## src/bam_pkg.sv

```systemverilog
`timescale 1ns / 1ps

package bam_pkg;

   localparam int DEF_MAX_WIDTH  = 2048;
   localparam int DEF_MAX_HEIGHT = 2048;
   localparam int DEF_MAX_BLOCK  = 64;

   localparam int CH_W       = 8;
   localparam int SUM_W      = 20;
   localparam int PEND_W     = 32;
   localparam int CSR_IDX_W  = 2;
   localparam int CSR_DATA_W = 12;
   localparam int FW_W       = 12;
   localparam int FH_W       = 12;
   localparam int BSZ_W      = 7;

   localparam logic [CSR_IDX_W-1:0] CSR_FRAME_WIDTH  = 2'd0;
   localparam logic [CSR_IDX_W-1:0] CSR_FRAME_HEIGHT = 2'd1;
   localparam logic [CSR_IDX_W-1:0] CSR_BLOCK_SIZE   = 2'd2;

   localparam logic OP_PIXEL = 1'b0;
   localparam logic OP_DRAIN = 1'b1;

   localparam logic [FW_W-1:0]  RST_FRAME_WIDTH  = 12'd640;
   localparam logic [FH_W-1:0]  RST_FRAME_HEIGHT = 12'd480;
   localparam logic [BSZ_W-1:0] RST_BLOCK_SIZE   = 7'd6;

   typedef enum logic [3:0] {
      ST_CLEAR,
      ST_IDLE,
      ST_EXEC,
      ST_SUM,
      ST_SUM_LAST,
      ST_AVG_GO,
      ST_AVG_WAIT,
      ST_STORE,
      ST_SYNC_GO,
      ST_SYNC_WAIT
   } bam_state_type;

   typedef struct packed {
      logic clear_en;
      logic accept;
      logic exec;
      logic sum_rd;
      logic avg_start;
      logic store;
      logic sync_start;
      logic sync_load;
   } bam_cmd_type;

   typedef struct packed {
      logic dirty;
      logic clear_last;
      logic res_pend;
      logic rsp_busy;
      logic fin;
      logic sum_last;
      logic more_blocks;
      logic avg_busy;
      logic sync_busy;
   } bam_status_type;

endpackage

```

## src/bam_ctrl.sv

```systemverilog
`timescale 1ns / 1ps

module bam_ctrl (
   input  logic                    clock,
   input  logic                    reset,
   input  logic                    req_valid,
   output logic                    req_stall,
   input  bam_pkg::bam_status_type st,
   output bam_pkg::bam_cmd_type    cmd
);

   bam_pkg::bam_state_type state_ff, state_in;

   always_ff @(posedge clock) begin
      if (reset) begin
         state_ff <= bam_pkg::ST_CLEAR;
      end else begin
         state_ff <= state_in;
      end
   end

   always_comb begin
      state_in = state_ff;
      unique case (state_ff)
         bam_pkg::ST_CLEAR: begin
            if (st.clear_last) state_in = bam_pkg::ST_IDLE;
         end
         bam_pkg::ST_IDLE: begin
            if (st.dirty) state_in = bam_pkg::ST_SYNC_GO;
            else if (req_valid) state_in = bam_pkg::ST_EXEC;
         end
         bam_pkg::ST_EXEC: begin
            if (!(st.res_pend && st.rsp_busy)) begin
               state_in = st.fin ? bam_pkg::ST_SUM : bam_pkg::ST_IDLE;
            end
         end
         bam_pkg::ST_SUM: begin
            if (st.sum_last) state_in = bam_pkg::ST_SUM_LAST;
         end
         bam_pkg::ST_SUM_LAST: state_in = bam_pkg::ST_AVG_GO;
         bam_pkg::ST_AVG_GO:   state_in = bam_pkg::ST_AVG_WAIT;
         bam_pkg::ST_AVG_WAIT: begin
            if (!st.avg_busy) state_in = bam_pkg::ST_STORE;
         end
         bam_pkg::ST_STORE: begin
            state_in = st.more_blocks ? bam_pkg::ST_SUM : bam_pkg::ST_IDLE;
         end
         bam_pkg::ST_SYNC_GO:  state_in = bam_pkg::ST_SYNC_WAIT;
         bam_pkg::ST_SYNC_WAIT: begin
            if (!st.sync_busy) state_in = bam_pkg::ST_IDLE;
         end
         default: state_in = bam_pkg::ST_IDLE;
      endcase
   end

   always_comb begin
      cmd       = '0;
      req_stall = 1'b1;
      unique case (state_ff)
         bam_pkg::ST_CLEAR: cmd.clear_en = 1'b1;
         bam_pkg::ST_IDLE: begin
            req_stall  = st.dirty;
            cmd.accept = !st.dirty && req_valid;
         end
         bam_pkg::ST_EXEC:      cmd.exec = !(st.res_pend && st.rsp_busy);
         bam_pkg::ST_SUM:       cmd.sum_rd = 1'b1;
         bam_pkg::ST_SUM_LAST:  ;
         bam_pkg::ST_AVG_GO:    cmd.avg_start = 1'b1;
         bam_pkg::ST_AVG_WAIT:  ;
         bam_pkg::ST_STORE:     cmd.store = 1'b1;
         bam_pkg::ST_SYNC_GO:   cmd.sync_start = 1'b1;
         bam_pkg::ST_SYNC_WAIT: cmd.sync_load = !st.sync_busy;
         default: ;
      endcase
   end

endmodule

```

## config.mk

```make
export PLATFORM = sky130hd
export DESIGN_NAME = bam_ctrl
export DESIGN_NICKNAME = d
export VERILOG_FILES = /design/src/bam_pkg.sv /design/src/bam_ctrl.sv
export SDC_FILE = /design/constraint.sdc
export NUM_CORES = 1
export LEC_CHECK = 0
export BUFFER_PORTS_ARGS = -buffer_cell sky130_fd_sc_hd__clkbuf_2
export CAP_MARGIN = 20
export CORE_AREA = 2 2 39 41
export DETAILED_ROUTE_END_ITERATION = 10
export DIE_AREA = 0 0 41 43
export HOLD_SLACK_MARGIN = 0.12
export PLACE_DENSITY = 0.66
export SYNTH_ARGS = -nofsm -noshare
export SYNTH_HDL_FRONTEND = slang
export SYNTH_SLANG_ARGS = --single-unit
```

## constraint.sdc

```tcl
create_clock -name clock -period 1.42 [get_ports clock]
set_input_delay 0 -clock clock [delete_from_list [all_inputs] [get_ports clock]]
set_output_delay 0 -clock clock [all_outputs]
set_load 0.02 [all_outputs]
```

======== After elaboration in Yosys (flattened, before gate mapping) ========
Index checks and enable logic that the tools add are counted.
cells by class
  equality and inequality tests ........... 15
  reduce and logical (&&, ||, !) cells .... 7
  mux-type cells .......................... 19
operator list
  cell                                           number
  case mux 4 bit (10 select lines)               1
  two-way mux 4 bit                              7
  == test 4 x 3 -> 1 bit, second input constant  4
  inequality test 2 bit, second input constant   5
  two-way mux 1 bit                              9
  == test 4 x 2 -> 1 bit, second input constant  2
  == test 4 bit, second input constant           2
  AND reduction 6 bit                            1
  == test 4 x 1 -> 1 bit, second input constant  1
  logical NOT 4 bit                              1
  two-way mux 2 bit                              2
  logical NOT 1 bit                              3
  inequality test 3 bit, second input constant   1
  logical AND 1 bit                              2
word-level totals
  register bits ........................... 4
  input port bits ......................... 12
  word-level logic and storage cells ...... 42

======== Logic depth before layout (Yosys ltp) ========
Gate-level depths: netlist of run 1.
  depth in word-level cells ............... 3
  gate-level depth with buffers ........... 5
  gate-level depth less buffers ........... 4

======== Worst setup path after synthesis of run 1 ========
OpenSTA, ideal clock, no wires.
  path kind ............................... reg2out
  from .................................... reg state_ff[3]
  to ...................................... out cmd[5] (netlist bit)
  path buffers ............................ 1
  arrival time ............................ 1,759 ps
  path slack .............................. -339 ps
  stages on the path, launching flop included .. 4
  data required time ...................... 1,420 ps
  cells stage by stage .................... dfxtp_1 > buf_2 > nand2b_1 > a2111oi_0
RTL lines
  element                 RTL line        text
  from (decl)             bam_ctrl.sv:12  bam_pkg::bam_state_type state_ff, state_in;
  from (signal assigned)  bam_ctrl.sv:16  state_ff <= bam_pkg::ST_CLEAR;
  from (signal assigned)  bam_ctrl.sv:18  state_ff <= state_in;
  to (decl)               bam_ctrl.sv:9   output bam_pkg::bam_cmd_type cmd

======== Final worst setup path of run 1 ========
  from .................................... reg state_ff[1]
  to ...................................... reg state_ff[0]
between the ends
  longest elaborated chain between the ends .. 3
RTL lines
  element                                                                          RTL line        text
  == test 4 x 1 -> 1 bit, or another cell as far along                             bam_ctrl.sv:24  unique case (state_ff)
  inequality test 3 bit (no line) / inequality test 2 bit (equally long branches)  n/a
  AND reduction 6 bit (no line)                                                    n/a
Parallel ways exist; a longest one is shown, timed or not.
A chain may end at the register's enable or synchronous reset.

==> flow_summary.toml, run 1 <==
[layout]
fin_util_pct = 51.4
syn2layout_area_growth_pct = 104
regMostFlops = "state_ff"
top_regs = "state_ff (4)"
final_layout_size_suffix_gt1_share_pct = 59.8
multi_input_area_um2 = 289
finalNonFillerCells = 103
num_antenna_cells = 0
num-nets-final = 101
seqCellArea_um2 = 90.1
largest_reg_flops = 4
n_fill_cell = 131

[clock_tree]
h-tree-depth = 1
cts_buffers = 3
cts_tree = "yes"
path_clk_slew_ns = 0.04
worstSkewPairLatency_ns = 0.24
clk_path_buf_depth = 2
clockRootBuffer = "clkbuf_4"
cts.sinks = 4

[sta]
rsz0062_at_grt = "yes"
timing.setup.tns_ns = -0.00675
clock_skew_ns = 0.00260
maxSlewViolCount = 0
fmax_mhz = 701
period_needed_ns = 1.43
hold_violations = 0
tightestPinTransition_ns = 0.308
layout_setup_ws_ns = -0.00665
whs_ns = 0.142
slew_headroom_pct = 78.9
setup_viol = 2
post-route-period-util_pct = 100

[routing]
via_count = 554
firstDrtPassIters = 6
wl_per_cell_um = 12.8
post-route-drc-count = 0
wirelength_um = 1320
postRouteAntennaNets = 0
drtIter0Drc = 14
routed_via_density = 5.38

[grt]
overflow = 0
grt_util_all_layers_pct = 15.4
grt_start_max_net_pins = 8
grt_pass1_vias = 451
grt_pass1_wl_um = 1900
antenna_found_initial = 0

[worst_setup_path]
worst_ep_required_time_ns = 1.59
r2r_setup_slack_ns = -0.007
crit_arrival_ns = 1.60
cp_slowest_cell = "or4_4"
end_kind = "flip-flop"
cp-start-kind = "flip-flop"
crit_path_max_incr_delay_ns = 0.57
path_cells = "or4_4 > buf_6 > o21ai_2 > and4b_1"
path_class = "flip-flop to flip-flop"
critPathMaxFanout = 5

[pwr]
total_power_w = 0.000754
pwr_density_cell_nw_per_um2 = 1060
ir_drop_mv = 0.621
leakage_nw = 0.312

[placement]
dp_hpwl_um = 892
dp.cells = 94
gp_congestion = 0.796
portBuffers = 20

[synthesis]
ys_seq_area_share_pct = 22.9
synth_xor_area_share_pct = 0
yosysWarnings = 0
synth_area_um2 = 349
yosys.area.top_type_share_pct = 22.9
yosysTopAreaCell = "dfxtp_1"
yosys.cell_types.count = 22
synth_nets = 62
ys_ff_latch = 4
synth_top_family_by_area = "simple AND/OR/NAND/NOR gates"
avgSynthCellArea_um2 = 6.98
synth_compound_area_share_pct = 26.2
synth_simple_gate_area_share_pct = 40.1
muxShareOfSynthArea_pct = 0
synth.area.top_cells = "dfxtp_1, nand2b_1, nor3_1"
synthAdderAreaFrac_pct = 0
synthCells = 50

[floorplan]
fp.dieH_um = 43
rows = 14
core_area_um2 = 1380
pin_count = 21
chipWidth_um = 41
initial_utilization_pct = 25.2
die-area_um2 = 1760

[status]
status = "finished with violations"
violations = "negative setup slack"

[min_path]
hp-class = "primary input to flip-flop"

[job]
drv_cap = 0
## final cells by class
class                   instances  share of cell area [%]
clock buffers                   3                    3.16
inverters                       2                    1.05
multi-input cells              39                    40.6
flip-flops and latches          4                    12.7
well taps                      16                    2.81
repair buffers                 39                    39.7
## kinds of logic (layout without fill, tap and decap cells)
| logic type | count (synthesis) | count (layout) |
|---|---|---|
| AND/OR/NAND/NOR | 25 | 25 |
| AO/OA/AOI/OAI | 14 | 14 |
| buffers and inverters | 7 | 44 |
| flip-flops | 4 | 4 |
## cell usage after synthesis, drive strengths merged
library cell / instances
nand2b: 5
nor3: 5
o32ai: 1
buf: 4
inv: 2
a21oi: 3
a311oi: 1
nor4: 1
and4b: 1
nand2: 2
nand3b: 2
nor2: 6
dfxtp: 4
a2111oi: 2
o211ai: 1
clkbuf: 1
a31oi: 1
o21ai: 4
or4: 3
a211oi: 1
## layout by cell type, fill, tap and decap left out, types with 2 or more instances in the layout
master and instances:
clkbuf_2 16, buf_4 15, nor2_1 5, nor3_1 5, buf_6 4, nand2b_1 3
clkbuf_4 3, dlygate4sd3_1 3, nand2b_4 2, inv_1 2, nand3b_1 2, o21ai_0 2
a21oi_1 2, or4_1 2, dfxtp_4 2, dfxtp_2 2
## routing by layer
layer | track usage (%) | part of all wire, % | vias to the layer above
li1 | - | - | 260
met1 | 22.4 | 40 | 253
met2 | 20.6 | 54 | 33
met3 | 6.28 | 5.7 | 8
met4 | 4.00 | 0.84 | 0
met5 | 0 | 0 | -
## where the power goes
part	switching, W	internal (W)
combinational	0.000209	0.000236
clock	0.0000479	0.0000946
sequential	0.0000295	0.000137
total	0.000286	0.000468
## through the flow
stage	instance area, um2	setup slack [ns]
2_1_floorplan	355	0.0496
3_3_place_gp	543	0.0350
3_5_place_dp	543	0.0222
4_1_cts	671	-0.0477
5_1_grt	712	-0.0619
6_report	712	-0.00665
## timing repair
action	4_1_cts	5_1_grt
endpoints found under the hold margin	4	0
hold buffers	3	0
setup endpoints to repair	3	6
pin swaps	1	4
gates resized for setup	13	14
buffers inserted	2	2
## worst paths after layout
path | cells past startpoint | start | to
max reg2reg | 4 | state_ff[1]$_SDFFE_PP0P_ | state_ff[0]$_SDFFE_PP0P_
min | 3 | st[0] | state_ff[3]$_SDFFE_PP0P_
max | 4 | state_ff[1]$_SDFFE_PP0P_ | state_ff[0]$_SDFFE_PP0P_
min reg2reg | 1 | state_ff[1]$_SDFFE_PP0P_ | state_ff[3]$_SDFFE_PP0P_
## critical path, delay by kind of cell, from the launching register on
kind	cells	cell delay, ns
AND/OR/NAND/NOR	2	0.77
buffers and inverters	1	0.15
flip-flops	1	0.34
AO/OA/AOI/OAI	1	0.10
No activity file was read; power rests on OpenSTA's default activity.
==> run 2, diff against run 1 <==
BUFFER_PORTS_ARGS = unset   (was -buffer_cell sky130_fd_sc_hd__clkbuf_2)
DONT_BUFFER_PORTS = 1   (was unset)
PLACE_DENSITY = 0.52   (was 0.66)
==> run 2 against run 1 <==
  * The run still ends with negative setup slack left
  * Utilization grew 0.54 points
  * Critical path depth up 1
  * Flip-flop and latch count unchanged
  * Count of clock-buffer cells in the layout unchanged
  * Worst setup slack worse by 0.083 ns
  * Combinational power grew 4%
  * Clock skew rose by 0.0065 ns
  * Wire length increased by 4.5%
  * Global-route usage rose by 1.8 points
  * Fmax down 5.5%
  * Worst hold slack better by 0.034 ns
  * Critical path type unchanged
  * Critical endpoint unchanged
==> flow_summary.toml, run 2 (synthesis gave the netlist of run 1 again) <==
[status]
status = "finished with violations"
violations = "negative setup slack"

[layout]
final_layout_size_suffix_gt1_share_pct = 53.8
top_regs = "state_ff (4)"
num-nets-final = 94
num_antenna_cells = 0
syn2layout_area_growth_pct = 106
final_common_cell = "buf_4"
layout_common_cells = "buf_4, dlygate4sd3_1, nor2_1"
finalNonFillerCells = 96
regMostFlops = "state_ff"
largest_reg_flops = 4

[floorplan]
chipWidth_um = 41
fp.dieH_um = 43
die-area_um2 = 1760
rows = 14
pin_count = 21
initial_utilization_pct = 25.2
core_area_um2 = 1380

[sta]
maxSlewViolCount = 0
layout_setup_ws_ns = -0.0896
post-route-period-util_pct = 106
clock_skew_ns = 0.00908
timing.setup.tns_ns = -0.141
period_needed_ns = 1.51
tightestPinTransition_ns = 0.393
fmax_mhz = 662
slew_headroom_pct = 73.7
rsz0062_at_grt = "yes"
setup_viol = 3
hold_violations = 0

[placement]
portBuffers = 0
gp_congestion = 0.789
dp_hpwl_um = 816
dp.cells = 77

[routing]
firstDrtPassIters = 4
wl_per_cell_um = 14.3
met2_length_um = 746
wirelength_um = 1380
routed_via_density = 5.29
dr.max_layer_used = "met3"
wl_met1_um = 590
postRouteAntennaNets = 0
drtIter0Drc = 5
via_count = 508
route.met3.wl_um = 39
post-route-drc-count = 0

[min_path]
hp-class = "primary input to primary output"
min_path_cells = 2
whs_endpoint = "cmd[0]"
hp-start = "st[0]"

[clock_tree]
cts_tree = "yes"
cts.sinks = 4
h-tree-depth = 1
path_clk_slew_ns = 0.04
cts_buffers = 3
clockRootBuffer = "clkbuf_4"
clk_path_buf_depth = 2
worstSkewPairLatency_ns = 0.23

[pwr]
leakage_nw = 0.288
ir_drop_mv = 0.350
pwr_density_cell_nw_per_um2 = 1070
total_power_w = 0.000771

[worst_setup_path]
crit_path_max_incr_delay_ns = 0.54
crit_arrival_ns = 1.63
r2r_setup_slack_ns = -0.09
path_class = "flip-flop to flip-flop"
cp.buffers_inverters = 1
worst_ep_required_time_ns = 1.54
worstRegToRegCells = 5
crit-reg2reg-launch = "state_ff[0]$_SDFFE_PP0P_"
cp_slowest_cell = "or4_1"
crit_family = "simple AND/OR/NAND/NOR gates"
rr_endpoint = "state_ff[0]$_SDFFE_PP0P_"
path_cells = "buf_6 > nor3_4 > a31oi_2 > or4_1 > and4b_1"
end_kind = "flip-flop"
cp-start-kind = "flip-flop"
critPathMaxFanout = 5

[grt]
overflow = 0
grt_util_all_layers_pct = 17.3
antenna_found_initial = 0
grt_pass1_wl_um = 2060
grt_start_max_net_pins = 10
grt_pass1_vias = 513

[job]
drv_cap = 0
## run 2: routing by layer
layer	global-route usage, %	up-vias
met5	0	-
met4	6.00	0
met3	6.28	0
met2	28.7	11
met1	18.9	247
li1	-	250
## run 2: how the worst max path moves through the flow
stage	from	to	slack, ns	depth (start not counted)
floorplan	state_ff[2]$_SDFFE_PP0P_	state_ff[0]$_SDFFE_PP0P_	0.05	5
finish	state_ff[0]$_SDFFE_PP0P_	state_ff[0]$_SDFFE_PP0P_	-0.09	5
global route	state_ff[0]$_SDFFE_PP0P_	state_ff[0]$_SDFFE_PP0P_	-0.15	5
CTS	state_ff[2]$_SDFFE_PP0P_	cmd[6]	-0.06	5
global placement	state_ff[0]$_SDFFE_PP0P_	state_ff[1]$_SDFFE_PP0P_	0.009	4
detailed placement	state_ff[1]$_SDFFE_PP0P_	state_ff[1]$_SDFFE_PP0P_	-0.02	5
## run 2: worst register-to-register path: stages, from the launching register on
cell and delay [ns]:
dfxtp_4 0.36, buf_6 0.13, nor3_4 0.11, a31oi_2 0.06
or4_1 0.54, and4b_1 0.19
## run 2: what timing repair did
action / 4_1_cts / 5_1_grt
pin swaps: 2 / 5
resized for setup: 17 / 7
endpoints found under the setup margin: 5 / 5
hold buffers: 6 / 0
setup buffers: 4 / 6
hold endpoints to repair: 4 / 0
## run 2: power breakdown
group	leakage, nW	switching [W]	internal [W]
Combinational	0.239	0.000210	0.000252
Sequential	0.0353	0.0000348	0.000138
Clock	0.0138	0.0000427	0.0000942
## run 2: layout make-up
cell class	count	area [um2]
Clock buffer	3	22.5
Fill cell	128	664
Inverter	2	7.51
Multi-Input combinational cell	39	307
Sequential cell	4	92.6
Tap cell	16	20.0
Timing Repair Buffer	32	270
## run 2: per-stage QoR
stage / hold WS [ns] / utilization (%) / worst slack (ns) / instance area (um2)
2_1_floorplan: 0.0721 / - / 0.0496 / 355
3_3_place_gp: 0.0801 / 33.6 / 0.00897 / 465
3_5_place_dp: 0.0812 / 33.6 / -0.0182 / 465
4_1_cts: 0.161 / 46.0 / -0.0637 / 637
5_1_grt: 0.180 / 52.0 / -0.147 / 719
6_report: 0.176 / 52.0 / -0.0896 / 719
==> run 3, diff against run 2 <==
SETUP_SLACK_MARGIN = 0.15   (was unset)
==> run 3 against run 2 <==
  * The flow now finishes without violations
  * Worst setup slack improved by 0.093 ns
  * Global-route usage is 1.3 points lower
  * Combinational power down 5.4%
  * Flip-flop and latch count unchanged
  * Via count fell by 6.7%
  * Sequential power up 6%
  * Largest cell class unchanged
  * First-iteration DRC count increased by 100%
  * Largest power group unchanged
==> flow_summary.toml, run 3 (synthesis gave the netlist of run 1 again) <==
[floorplan]
die-area_um2 = 1760
pin_count = 21
rows = 14
fp.dieH_um = 43
initial_utilization_pct = 25.2
chipWidth_um = 41
core_area_um2 = 1380

[layout]
syn2layout_area_growth_pct = 103
n_fill_cell = 126
top_regs = "state_ff (4)"
layout_common_cells = "buf_4, buf_6, dlygate4sd3_1"
final_layout_size_suffix_gt1_share_pct = 57.5
final_common_cell = "buf_4"
largest_reg_flops = 4
regMostFlops = "state_ff"
num_antenna_cells = 0
final_area_um2 = 707
num-nets-final = 87

[routing]
post-route-drc-count = 0
via_count = 474
drtIter0Drc = 10
postRouteAntennaNets = 0
firstDrtPassIters = 4
routed_via_density = 5.33
wl_per_cell_um = 14.3
wirelength_um = 1270

[job]
drv_cap = 0

[placement]
placed_cell_area_um2 = 449
portBuffers = 0
dp_hpwl_um = 835
gp_congestion = 0.788

[worst_setup_path]
crit_end = "cmd[6]"
path_class = "flip-flop to primary output"
end_kind = "primary output"
crit_arrival_ns = 1.42
crit-reg2reg-launch = "state_ff[1]$_SDFFE_PP0P_"
rr_endpoint = "state_ff[1]$_SDFFE_PP0P_"
r2r_setup_slack_ns = 0.05
worst_ep_required_time_ns = 1.42
critPathMaxFanout = 5
cp_slowest_cell = "or4_4"
crit_path_max_incr_delay_ns = 0.59
worstRegToRegCells = 4
critPathLaunch = "state_ff[1]$_SDFFE_PP0P_"
path_cells = "or4_4 > nor2_4 > buf_6"
cp-start-kind = "flip-flop"

[sta]
slew_headroom_pct = 75.5
maxSlewViolCount = 0
fmax_mhz = 706
period_needed_ns = 1.42
setup_viol = 0
rsz0062_at_grt = "yes"
hold_violations = 0
tightestPinTransition_ns = 0.358
post-route-period-util_pct = 99.8
clock_skew_ns = 0.00526
timing.setup.tns_ns = 0

[clock_tree]
h-tree-depth = 1
cts_buffers = 3
cts_tree = "yes"
worstSkewPairLatency_ns = 0.24
cts.sinks = 4
clockRootBuffer = "clkbuf_4"
path_clk_slew_ns = 0.04
clk_path_buf_depth = 2

[pwr]
ir_drop_mv = 0.548
leakage_nw = 0.262
pwr_density_cell_nw_per_um2 = 1080

[grt]
antenna_found_initial = 0
overflow = 0
grt_pass1_wl_um = 1960
grt_start_max_net_pins = 9
grt_util_all_layers_pct = 16.0
grt_pass1_vias = 481

[status]
status = "finished clean"

[min_path]
hp-class = "primary input to flip-flop"
run 3: how the worst min path moves through the flow:
stage / cells after the start / to / startpoint / slack (ns)
finish: 3 / state_ff[1]$_SDFFE_PP0P_ / st[2] / 0.11
global route: 3 / state_ff[1]$_SDFFE_PP0P_ / st[2] / 0.15
CTS: 2 / state_ff[3]$_SDFFE_PP0P_ / st[8] / -0.05
detailed placement: 1 / state_ff[2]$_SDFFE_PP0P_ / reset / 0.07
global placement: 1 / state_ff[2]$_SDFFE_PP0P_ / reset / 0.07
floorplan: 1 / state_ff[2]$_SDFFE_PP0P_ / reset / 0.07
run 3: final cells by class:
cell class	count	area [um2]	area share (%)
Multi-Input combinational cell	39	335	47.4
Timing Repair Buffer	25	226	32.0
Sequential cell	4	95.1	13.5
Clock buffer	3	22.5	3.19
Tap cell	16	20.0	2.83
Inverter	2	7.51	1.06
run 3: worst max-delay path, delay by kind of cell, from the launching register on:
kind / cells / cell delay [ns]
buffers and inverters: 1 / 0.12
DFF: 1 / 0.36
and+or+nand+nor: 2 / 0.70
run 3: where the power goes:
part | internal, W | switching [W] | total (W)
clock network | 0.0000947 | 0.0000495 | 0.000144
registers | 0.000137 | 0.0000459 | 0.000182
logic | 0.000237 | 0.000200 | 0.000437
total | 0.000468 | 0.000296 | 0.000764
run 3: through the flow:
step	util, %	hold slack (ns)	instances	total power [W]	setup WS [ns]
6_report	51.1	0.105	89	0.000764	0.00353
3_5_place_dp	32.5	0.0731	73	0.000445	0.0604
4_1_cts	44.2	-0.0524	85	0.000684	-0.0110
3_3_place_gp	32.5	0.0737	73	0.000442	0.0811
2_1_floorplan	-	0.0694	50	0.000368	0.0812
5_1_grt	51.1	0.146	89	0.000807	-0.0313
run 3: per-layer routing:
metal / wire length (um) / GRT usage, %
met1: 498 / 17.4
met2: 681 / 25.9
met3: 68 / 5.76
met4: 24 / 7.33
met5: 0 / 0
run 3: what timing repair did:
item,4_1_cts,5_1_grt
endpoints found under the setup margin,5,8
endpoints found under the hold margin,4,2
resized for setup,15,15
setup buffers,6,2
hold buffers,3,2
pin swaps,6,3
